===== src/gb3_pkg.sv =====
package gb3_pkg;

	typedef logic [7:0] chan_t;

	// index 2 is red, 1 is green, 0 is blue
	typedef chan_t [2:0] pix_t;

	typedef struct packed {
		pix_t top;
		pix_t mid;
		pix_t bot;
	} column_t;

	// one line store entry: the row above and the row of the center pixel
	typedef struct packed {
		pix_t upper;
		pix_t middle;
	} entry_t;

	// neighbor masks and frame marker that travel with a window position
	typedef struct packed {
		logic emit;
		logic top;
		logic bot;
		logic left;
		logic right;
		logic last;
	} ctrl_t;

	localparam int CFG_INDEX_W = 1;
	localparam int CFG_DATA_W  = 13;
	localparam int WIDTH_W     = 11;
	localparam int HEIGHT_W    = 13;
	localparam int IN_ROW_W    = 14;
	localparam int NUM_CHAN    = 3;

	localparam logic [CFG_INDEX_W-1:0] REG_IMAGE_WIDTH  = 1'd0;
	localparam logic [CFG_INDEX_W-1:0] REG_IMAGE_HEIGHT = 1'd1;

	localparam logic [WIDTH_W-1:0]  WIDTH_RESET  = 11'd640;
	localparam logic [HEIGHT_W-1:0] HEIGHT_RESET = 13'd480;

	// floor(x / 3) == (x * RECIP3) >> RECIP3_SHIFT for every x below 8192
	localparam logic [12:0] RECIP3       = 13'd5462;
	localparam int          RECIP3_SHIFT = 14;

	// divide by 2, 3 or 4 with truncation; x stays below 4096
	function automatic logic [11:0] div_small(input logic [11:0] x, input logic [2:0] d);
		logic [24:0] prod;
		logic [11:0] q;
		prod = {13'd0, x} * {12'd0, RECIP3};
		case (d)
			3'd2:    q = {1'b0, x[11:1]};
			3'd4:    q = {2'b0, x[11:2]};
			default: q = {1'b0, prod[24:RECIP3_SHIFT]};
		endcase
		return q;
	endfunction

	function automatic logic [2:0] divisor(input logic a, input logic b);
		return 3'd2 + {2'b0, a} + {2'b0, b};
	endfunction

endpackage


===== src/gb3_filter.sv =====
module gb3_filter (
	input  logic               clk,
	input  logic               arst_n,
	input  logic               adv,
	input  logic               win_valid,
	input  gb3_pkg::ctrl_t     win_ctrl,
	input  gb3_pkg::column_t   col0,
	input  gb3_pkg::column_t   col1,
	input  gb3_pkg::column_t   col2,
	output logic               res_valid,
	output gb3_pkg::pix_t      res_pix,
	output logic               res_last
);

	gb3_pkg::column_t cols [3];

	logic [9:0]  vsum      [3][gb3_pkg::NUM_CHAN];
	logic [9:0]  vsum_s3   [3][gb3_pkg::NUM_CHAN];
	logic [11:0] hsum      [gb3_pkg::NUM_CHAN];
	logic [11:0] hsum_s4   [gb3_pkg::NUM_CHAN];
	logic [11:0] rq_s5     [gb3_pkg::NUM_CHAN];
	logic [11:0] cq        [gb3_pkg::NUM_CHAN];

	gb3_pkg::ctrl_t ctrl_s3, ctrl_s4, ctrl_s5;
	logic           valid_s3, valid_s4, valid_s5;

	assign cols[0] = col0;
	assign cols[1] = col1;
	assign cols[2] = col2;

	// vertical 1-2-1, rows outside the frame dropped
	always_comb begin
		for (int c = 0; c < 3; c++) begin
			for (int k = 0; k < gb3_pkg::NUM_CHAN; k++) begin
				vsum[c][k] = (win_ctrl.top ? {2'b0, cols[c].top[k]} : 10'd0)
				           + {1'b0, cols[c].mid[k], 1'b0}
				           + (win_ctrl.bot ? {2'b0, cols[c].bot[k]} : 10'd0);
			end
		end
	end

	// horizontal 1-2-1, columns outside the frame dropped
	always_comb begin
		for (int k = 0; k < gb3_pkg::NUM_CHAN; k++) begin
			hsum[k] = (ctrl_s3.left ? {2'b0, vsum_s3[0][k]} : 12'd0)
			        + {1'b0, vsum_s3[1][k], 1'b0}
			        + (ctrl_s3.right ? {2'b0, vsum_s3[2][k]} : 12'd0);
		end
	end

	// the weight total factors into a row part and a column part
	always_ff @(posedge clk) begin
		if (adv) begin
			vsum_s3 <= vsum;
			hsum_s4 <= hsum;
			for (int k = 0; k < gb3_pkg::NUM_CHAN; k++) begin
				rq_s5[k] <= gb3_pkg::div_small(hsum_s4[k],
					gb3_pkg::divisor(ctrl_s4.top, ctrl_s4.bot));
			end
			ctrl_s3 <= win_ctrl;
			ctrl_s4 <= ctrl_s3;
			ctrl_s5 <= ctrl_s4;
		end
	end

	always_ff @(posedge clk or negedge arst_n) begin
		if (!arst_n) begin
			valid_s3 <= 1'b0;
			valid_s4 <= 1'b0;
			valid_s5 <= 1'b0;
		end else if (adv) begin
			valid_s3 <= win_valid;
			valid_s4 <= valid_s3;
			valid_s5 <= valid_s4;
		end
	end

	always_comb begin
		for (int k = 0; k < gb3_pkg::NUM_CHAN; k++) begin
			cq[k]      = gb3_pkg::div_small(rq_s5[k],
				gb3_pkg::divisor(ctrl_s5.left, ctrl_s5.right));
			res_pix[k] = cq[k][7:0];
		end
	end

	assign res_valid = valid_s5;
	assign res_last  = ctrl_s5.last;

endmodule


===== config.mk =====
export PLATFORM = sky130hd
export DESIGN_NAME = gb3_filter
export DESIGN_NICKNAME = d
export VERILOG_FILES = /design/src/gb3_pkg.sv /design/src/gb3_filter.sv
export SDC_FILE = /design/constraint.sdc
export NUM_CORES = 1
export LEC_CHECK = 0
export BUFFER_PORTS_ARGS = -buffer_cell sky130_fd_sc_hd__buf_4
export CAP_MARGIN = 20
export CORE_UTILIZATION = 54
export DETAILED_ROUTE_END_ITERATION = 16
export GPL_ROUTABILITY_DRIVEN = 0
export PLACE_DENSITY = 0.74
export SETUP_SLACK_MARGIN = 0.15
export SYNTH_ARGS = -nofsm -noshare
export SYNTH_HDL_FRONTEND = slang
export SYNTH_SLANG_ARGS = --single-unit

===== constraint.sdc =====
create_clock -name clk -period 15.75 [get_ports clk]
set_input_delay 2.3625 -clock clk [delete_from_list [all_inputs] [get_ports clk]]
set_output_delay 2.3625 -clock clk [all_outputs]
set_load 0.01 [all_outputs]

==> impl_metrics.tcl <==
set metrics [dict create \
    grtUsageTotal_pct 22.6 \
    synth_edf_count 172 \
    seq_area_frac_synth_pct 19.2 \
    cts_tree "done" \
    r2r_cells 18 \
    final_common_cell "ha_1" \
    wire_per_inst_um 15.5 \
    rr_startpoint "hsum_s4[13]" \
    rrSetupSlack_ns 10.27 \
    port_buffers 250 \
    cts.sinks 175 \
    syn_area_per_cell_sq_um 10.4 \
    max_cap_viol_count 0 \
    io_pins 252 \
    post_cts_buffers 0 \
    min_period_over_period_pct 51.0 \
    drt_iter0_markers 757 \
    yosys_most_used_dff "edfxtp_1" \
    drc 0 \
    syn_area_sq_um 27200 \
    grt_pass1_vias 20000 \
    syn-num-nets 3730 \
    crit_chain "ha_1, inv_1, fa_1, fa_1, inv_1, fa_1, inv_1, fa_1, inv_1, ha_1, o21a_1, nor2_1, a311oi_1, a311oi_1, a21oi_1, and4b_1, nor3_1, buf_4" \
    ys_warn_count 0 \
    hpwl_mm 47.6 \
    tightest_slew_ns 0.978 \
    grt.overflow.total 0 \
    syn_to_final_growth_pct 11.8 \
    crit_end "res_pix[15]" \
    dieArea_sq_um 51300 \
    viasPerCell 5.29 \
    yosys_register_bits 175 \
    vias 18600 \
    synthCells 2612 \
    fmax_mhz 125 \
    rows 81 \
    crit_slowest_cell "a311oi_1" \
    slew_headroom_pct 34.8 \
    finalHoldViolCount 0 \
    period_minus_slack_ns 8.03 \
    outcome "completed" \
    nets 3962 \
    skew_ns 0.0155 \
    cts_root_buffer "clkbuf_16" \
    final_cell_mix "ha_1 (573), inv_1 (572), fa_1 (318)" \
    cp-end-kind "primary output" \
    startpoint_type "register" \
    dr.pass1.iters 5 \
    drive_gt1_share_pct 10.5 \
    worstPathMaxFanout 6 \
    crit_type "register to primary output" \
    die_w_um 227 \
    hold_path.class "register to register" \
    ctsResizeCount 0 \
    grt_pass1_wl_mm 93.3 \
    wl_mm 54.7 \
    clkLatencyLatePin_ns 0.45 \
    ctsHoldBuffers 0 \
    fp.dieH_um 227 \
    diodes 0 \
    crit_path_start "rq_s5[0][13]" \
    cts.path.max_buffers 2 \
    n_fill_cell 3971 \
    crit_required_ns 13.39 \
    rsz0062_at_grt "false" \
    tns_ns 0 \
    setup_viol 0 \
    drv_slew 0 \
    ant_nets 0 \
    antenna_found_initial 0 \
    reg2reg_to "rq_s5[0][21]" \
    core_area_sq_um 49400 \
    cpPeakStageDelay_ns 0.59 \
    cts-buffers-inserted 17 \
    htreeDepth 4 \
    path_clk_slew_ns 0.07 \
    grt_max_degree 99 \
    synth.distinct_cells 61 \
    initial_core_util_pct 55.2 \
    worst_ep_arrival_time_ns 5.67 \
    synthArstFlopShare_pct 1.71 \
]
==> per-stage QoR <==
step                      utilization, %  hold slack [ns]  instances  instance area [sq um]  worst slack, ns
after global placement              60.4            0.401       3488                  29800             8.34
after global routing                61.7            0.429       3521                  30400             7.31
after floorplan                        -            0.400       2612                  27200             8.80
after detailed placement            60.4            0.408       3488                  29800             8.21
after CTS                           61.6            0.425       3520                  30400             7.69
final                               61.7            0.422       3521                  30400             7.72
==> how the worst min path moves through the flow <==
stage                     startpoint          to  slack [ns]  cells after the start
after CTS                 ctrl_s4[0]    res_last        0.43                      0
after global placement    ctrl_s3[0]  ctrl_s4[0]        0.40                      0
final                     ctrl_s4[0]    res_last        0.42                      0
after detailed placement  ctrl_s4[0]    res_last        0.41                      0
after floorplan           ctrl_s3[0]  ctrl_s4[0]        0.40                      0
after global routing      ctrl_s4[0]    res_last        0.43                      0
==> worst max-delay path: cells and delay by family, from the launching register on <==
kind	cells	cell delay, ns
DFF	1	0.52
adders and majority gates	6	2.63
and+or+nand+nor	3	0.51
buffers and inverters	5	0.44
AOI/OAI and AO/OA	4	1.12
==> cell usage after synthesis, drive strengths merged, types with 41 or more instances <==
| cell | count | share of area [%] |
|---|---|---|
| a21o | 61 | 1.7 |
| a21oi | 145 | 2.7 |
| a221oi | 48 | 1.6 |
| and2 | 208 | 4.8 |
| clkbuf | 42 | 0.58 |
| edfxtp | 172 | 19 |
| fa | 318 | 23 |
| ha | 574 | 26 |
| inv | 572 | 7.9 |
| nor2 | 41 | 0.57 |
| o21ai | 65 | 1.2 |
| xnor2 | 90 | 2.9 |
| xor2 | 49 | 1.6 |
==> area by class of cell <==
cell class	count	area, sq um	share of cell area (%)
Tap cell	664	831	2.73
Inverter	572	2150	7.05
Clock buffer	17	425	1.40
Multi-Input combinational cell	1821	19700	64.7
Clock inverter	15	163	0.534
Timing Repair Buffer	257	1950	6.42
Sequential cell	175	5240	17.2
==> registers in the layout, indices dropped and copies added, names as in the netlist <==
register and flops:
valid_s4 1, hsum_s4 36, res_last 1, ctrl_s5 2, rq_s5 33, valid_s3 1
vsum_s3 90, ctrl_s4 5, ctrl_s3 5, res_valid 1
==> routing by layer <==
| metal | up-vias | track usage, % | wire (um) |
|---|---|---|---|
| met5 | - | 0 | 0 |
| met4 | 0 | 5.97 | 1070 |
| met3 | 67 | 2.45 | 1780 |
| met2 | 383 | 39.7 | 26800 |
| met1 | 8997 | 29.5 | 25000 |
| li1 | 9166 | - | - |
==> kinds of logic after synthesis <==
| kind of cell | after synthesis | synth area share [%] |
|---|---|---|
| adder cells (fa/ha/maj) | 892 | 49.8 |
| buffers and inverters | 616 | 8.50 |
| AO/OA/AOI/OAI | 428 | 10.3 |
| AND/OR/NAND/NOR | 356 | 7.48 |
| flip-flops | 175 | 19.2 |
| XOR/XNOR | 139 | 4.47 |
| multiplexers | 6 | 0.234 |
Power is not shown: default switching activity piles up to over one toggle a cycle in this logic, so the estimate is an artifact.
