===== src/gb3_pkg.sv =====
package gb3_pkg;

	typedef logic [7:0] chan_t;

	// index 2 is red, 1 is green, 0 is blue
	typedef chan_t [2:0] pix_t;

	typedef struct packed {
		pix_t top;
		pix_t mid;
		pix_t bot;
	} column_t;

	// one line store entry: the row above and the row of the center pixel
	typedef struct packed {
		pix_t upper;
		pix_t middle;
	} entry_t;

	// neighbor masks and frame marker that travel with a window position
	typedef struct packed {
		logic emit;
		logic top;
		logic bot;
		logic left;
		logic right;
		logic last;
	} ctrl_t;

	localparam int CFG_INDEX_W = 1;
	localparam int CFG_DATA_W  = 13;
	localparam int WIDTH_W     = 11;
	localparam int HEIGHT_W    = 13;
	localparam int IN_ROW_W    = 14;
	localparam int NUM_CHAN    = 3;

	localparam logic [CFG_INDEX_W-1:0] REG_IMAGE_WIDTH  = 1'd0;
	localparam logic [CFG_INDEX_W-1:0] REG_IMAGE_HEIGHT = 1'd1;

	localparam logic [WIDTH_W-1:0]  WIDTH_RESET  = 11'd640;
	localparam logic [HEIGHT_W-1:0] HEIGHT_RESET = 13'd480;

	// floor(x / 3) == (x * RECIP3) >> RECIP3_SHIFT for every x below 8192
	localparam logic [12:0] RECIP3       = 13'd5462;
	localparam int          RECIP3_SHIFT = 14;

	// divide by 2, 3 or 4 with truncation; x stays below 4096
	function automatic logic [11:0] div_small(input logic [11:0] x, input logic [2:0] d);
		logic [24:0] prod;
		logic [11:0] q;
		prod = {13'd0, x} * {12'd0, RECIP3};
		case (d)
			3'd2:    q = {1'b0, x[11:1]};
			3'd4:    q = {2'b0, x[11:2]};
			default: q = {1'b0, prod[24:RECIP3_SHIFT]};
		endcase
		return q;
	endfunction

	function automatic logic [2:0] divisor(input logic a, input logic b);
		return 3'd2 + {2'b0, a} + {2'b0, b};
	endfunction

endpackage


===== src/gb3_win_cell.sv =====
module gb3_win_cell (
	input  logic               clk,
	input  logic               arst_n,
	input  logic               shift,
	input  gb3_pkg::column_t   col_in,
	output gb3_pkg::column_t   col_out
);

	gb3_pkg::column_t col_q;

	always_ff @(posedge clk or negedge arst_n) begin
		if (!arst_n) begin
			col_q <= '0;
		end else if (shift) begin
			col_q <= col_in;
		end
	end

	assign col_out = col_q;

endmodule


===== config.mk =====
export PLATFORM = sky130hd
export DESIGN_NAME = gb3_win_cell
export DESIGN_NICKNAME = d
export VERILOG_FILES = /design/src/gb3_pkg.sv /design/src/gb3_win_cell.sv
export SDC_FILE = /design/constraint.sdc
export NUM_CORES = 1
export LEC_CHECK = 0
export CORE_UTILIZATION = 50
export DETAILED_ROUTE_END_ITERATION = 6
export DONT_BUFFER_PORTS = 1
export PLACE_DENSITY = 0.72
export SYNTH_ARGS = -nofsm -noshare
export SYNTH_HDL_FRONTEND = slang
export SYNTH_SLANG_ARGS = --single-unit

===== constraint.sdc =====
create_clock -name clk -period 1.95 [get_ports clk]
set_input_delay 0.585 -clock clk [delete_from_list [all_inputs] [get_ports clk]]
set_output_delay 0.585 -clock clk [all_outputs]
set_load 0.005 [all_outputs]

==> metrics.txt, run 1 <==
Final Hold Viols 72; Yosys reg bits 72; synth top area cells dfrtp_1 60%, mux2_4 35%, buf_12 4.6%; Root Driver clkbuf_8; residual DRC count 0; first-pass GRT wire length 7438 um; antenna viol nets, final 0; chip width 79.80 um; fin crit share 67.96%; Net Sw Power 0.6915 mW; crit path time final 1.325 ns; Syn Area/Cell 19.91 um2; crit path launch type flip-flop; DIE AREA 6368 um2; Ports 147; worst setup path end col_out[21]; Worst-path clk slew 0.08 ns; R2R Path Start col_out[61]; n_diodes 0; Worst EP arrival 0.74 ns; Worst-Skew Late Latency 0.33 ns; GRT Resource Usage Total 16.00%; total power 3.210 mW; number of clock sinks 72; Mapped Area 3027 um2; post-synthesis sequential area ratio 59.53%; largest net degree at the start of global routing 73; Power per Cell Area 1012 nW/um2; failing checks hold timing; largest fanout on the critical path 2; CTS buffer count 9; P&R area growth vs syn 4.795%; fin nets 230; port bufs 0; core footprint 5675 um2; FF-to-FF setup slack 1.14 ns; Fillers 445; Fin Hold WS -0.05230 ns; H-tree depth 3; Mapped Nets 227; Final Max Slew Viols 0; RD Place Congestion 0.6689; Critical Path RT 1.36 ns; clk buf depth 2; largest area contributor in the netlist dfrtp_1; Setup-failing EPs final 0; worst slack at placement 0.9082 ns; share of power burned in registers 55.3%; Via Count 1289; Mapped Cells 152; post-synth top area share 59.53%; Placed Area 2965 um2; final instance area 3172 um2; vias per cell 5.556; initial antenna violation count 0; Slew @ Worst Pin 0.1373 ns; clk_skew 0 ns; Pint 2.519 mW; Max-Cap Viols 0; status finished, violations left; CP startpoint col_out[21]; fmax 0.7546 GHz; HP Class in -> async; Initial Util 53.33%; Worst R2R Path Depth 1; Rows 27; Critical Path Sink Type output pin; CTS tree done; Leak Pwr 1.526 nW; crit path kind reg -> out; share of layout cells above drive strength 1 55.00%; Yosys warning count 0; setup bufs post-CTS 0; drt wl/cell 22.02 um; global route total overflow 0; WP depth 0; RSZ-0062 raised after global routing false; Pre-antenna DRT Iters 4; sw frac 21.54%; final wirelength 5108 um; VDD IR max 487.5 uV; Rel. slew slack 90.85%; Logic pwr share 8.0%; max FFs per register 72; 1st-iter DRT viols 31; reg-to-reg endpoint col_out[61]; post-route setup slack 0.6248 ns; setup TNS 0 ns; vias in the first global route 1382; Clk pwr share 36.7%; Cell variety after synth 5; Die Ht 79.80 um
-- kinds of logic (layout without fill, tap and decap cells) --
logic type             count (synthesis)  after routing  share of synthesized area, %
buffers and inverters                  8             16                         5.002
flip-flops                            72             72                         59.53
multiplexers                          72             72                         35.47
-- routing by layer --
| layer | vias to the layer above | global-route usage (%) | wire [um] | part of all wire [%] |
|---|---|---|---|---|
| met1 | 657 | 19.72 | 1965 | 38 |
| met2 | 87 | 23.25 | 2482 | 49 |
| met3 | 13 | 6.400 | 541 | 11 |
| met4 | 0 | 10.18 | 119 | 2.3 |
| li1 | 532 | - | - | - |
| met5 | - | 0 | 0 | 0 |
-- metrics by stage --
step           hold WS, ns  util (%)  instances
2_1_floorplan       0.2894         -        152
3_3_place_gp        0.2907     52.25        216
3_5_place_dp        0.2907     52.25        216
4_1_cts           -0.07095     55.89        232
5_1_grt           -0.07875     55.89        232
6_report          -0.05230     55.89        232
-- synthesized netlist by cell type --
cell / instances
mux2_2: 2
buf_6: 1
mux2_4: 70
buf_12: 7
dfrtp_1: 72
-- power by group through the flow --
stage / combinational (mW) / sequential (mW) / clock, mW
final: 0.258 / 1.77 / 1.18
after global routing: 0.276 / 1.79 / 1.28
after CTS: 0.261 / 1.78 / 1.21
after detailed placement: 0.260 / 1.80 / 0
after global placement: 0.249 / 1.80 / 0
after floorplan: 0.308 / 1.76 / 0
-- cell type report --
cell class	count	area [um2]	share of cell area, %
Clock buffer	11	151.4	4.773
Multi-Input combinational cell	72	1074	33.85
Sequential cell	72	1802	56.80
Tap cell	72	90.09	2.840
Clock inverter	5	55.05	1.736
-- layout by cell type, fill, tap and decap left out --
cell type	instances
mux2_2	2
mux2_4	70
clkinv_2	2
bufinv_16	1
clkbuf_8	11
clkinvlp_4	2
dfrtp_1	72
-- worst min-delay path by stage --
stage                     startpoint  slack (ns)  cells past startpoint     endpoint
after detailed placement      arst_n        0.29                      0  col_out[34]
final                         arst_n       -0.05                      0  col_out[21]
after global routing          arst_n       -0.08                      0  col_out[36]
after global placement        arst_n        0.29                      0  col_out[33]
after CTS                     arst_n       -0.07                      0   col_out[6]
after floorplan               arst_n        0.29                      0   col_out[0]
-- repair_timing --
action	in CTS	in global routing
setup endpoints to repair	0	0
endpoints found under the hold margin	72	72
resized for setup	0	0
No activity file was read; power rests on OpenSTA's default activity.
==> run 2, diff against run 1 <==
--- a/config.mk
+++ b/config.mk
@@ -8,7 +8,7 @@
 export CORE_UTILIZATION = 50
 export DETAILED_ROUTE_END_ITERATION = 6
 export DONT_BUFFER_PORTS = 1
-export PLACE_DENSITY = 0.72
+export PLACE_DENSITY = 0.75
 export SYNTH_ARGS = -nofsm -noshare
 export SYNTH_HDL_FRONTEND = slang
 export SYNTH_SLANG_ARGS = --single-unit
==> constraint.sdc (replaced) <==
create_clock -name clk -period 1.2 [get_ports clk]
set_input_delay 0.36 -clock clk [delete_from_list [all_inputs] [get_ports clk]]
set_output_delay 0.36 -clock clk [all_outputs]
set_load 0.005 [all_outputs]
==> metrics.txt, run 2 (synthesis results as in run 1) <==
status finished, violations left; failing checks hold timing; Pre-antenna DRT Iters 4; VDD IR max 937.9 uV; clk_skew 0 ns; clk buf depth 2; first-pass GRT wire length 7721 um; placed cell count 216; Initial Util 53.33%; crit path launch type flip-flop; P&R area growth vs syn 5.664%; Layout Cells excl Fill 231; Ports 147; Root Driver clkbuf_8; RD Place Congestion 0.6545; R2R Path Start col_out[24]; Fin Hold WS -0.2872 ns; fin crit share 92.37%; Worst-path clk slew 0.07 ns; port bufs 0; global route total overflow 0; DP Wirelength 3510 um; number of clock sinks 72; CTS tree done; post-route setup slack 0.09157 ns; crit path kind reg -> out; largest fanout on the critical path 2; Rel. slew slack 89.15%; CP startpoint col_out[43]; residual DRC count 0; Die Ht 79.80 um; Max-Cap Viols 0; Power per Cell Area 1730 nW/um2; Worst EP arrival 0.75 ns; drt wl/cell 22.99 um; final wirelength 5310 um; H-tree depth 3; 1st-iter DRT viols 34; core footprint 5675 um2; setup bufs post-CTS 0; largest net degree at the start of global routing 73; GRT Resource Usage Total 16.77%; Setup-failing EPs final 0; crit path time final 1.108 ns; most frequent cells in the layout 72 x dfrtp_1, 70 x mux2_4, 9 x clkbuf_8, 3 x bufinv_16; chip width 79.80 um; Final Max Slew Viols 0; Worst-Skew Late Latency 0.33 ns; vias in the first global route 1478; HP Class in -> async; share of layout cells above drive strength 1 54.72%; Slew @ Worst Pin 0.1628 ns; cts repair resizes 0; RSZ-0062 raised after global routing false; Final Hold Viols 72; max FFs per register 72; n_diodes 0; Rows 27; fmax 0.9022 GHz; antenna viol nets, final 0; total power 5.533 mW; Critical Path RT 0.84 ns; DIE AREA 6368 um2; Leak Pwr 1.543 nW; commonest non-fill, non-tap cell in the layout dfrtp_1; worst slack at placement 0.3948 ns; setup TNS 0 ns; CTS buffer count 9; Via Count 1295; initial antenna violation count 0; Critical Path Sink Type output pin; fin nets 230; vias per cell 5.606
run 2: changes by cell type in the layout (fill, tap and decap cells not counted):
cell        delta
clkinv_4       +1
clkinvlp_4     -2
clkbuf_8       -2
bufinv_16      +2
run 2: path summary, 6_finish.rpt:
| kind | endpoint | slack (ns) | cells after the start |
|---|---|---|---|
| max | col_out[43] | 0.09 | 0 |
| min | col_out[21] | -0.29 | 0 |
| max reg2reg | col_out[24] | 0.38 | 1 |
| min reg2reg | col_out[54] | 0.54 | 1 |
| max in group asynchronous | col_out[27] | 1.39 | 0 |
| min in group clk | col_out[62] | 0.17 | 1 |
run 2: cell type report:
| type | count | area (um2) |
|---|---|---|
| clock inverters | 6 | 108.9 |
| flip-flops and latches | 72 | 1802 |
| multi-input cells | 72 | 1074 |
| fillers | 436 | 2477 |
| well taps | 72 | 90.09 |
| clock buffers | 9 | 123.9 |
run 2: through the flow:
| stage | utilization, % | hold WS, ns | instance area (um2) |
|---|---|---|---|
| after global routing | 56.35 | -0.3214 | 3198 |
| after floorplan | - | 0.06441 | 3027 |
| after CTS | 56.35 | -0.3085 | 3198 |
| after global placement | 52.25 | 0.06589 | 2965 |
| after detailed placement | 52.25 | 0.06593 | 2965 |
| final | 56.35 | -0.2872 | 3198 |
run 2: layer usage:
metal	vias up	global-route usage (%)	routed length, um	part of all wire (%)
met5	-	0	0	0
met4	0	6.786	87	1.6
met3	8	9.371	719	14
met2	111	26.32	2513	47
met1	647	18.81	1991	37
li1	529	-	-	-
run 2: report_power, final:
group	internal (mW)	switching, mW
clock	1.37	0.855
combinational	0.354	0.0720
sequential	2.67	0.214
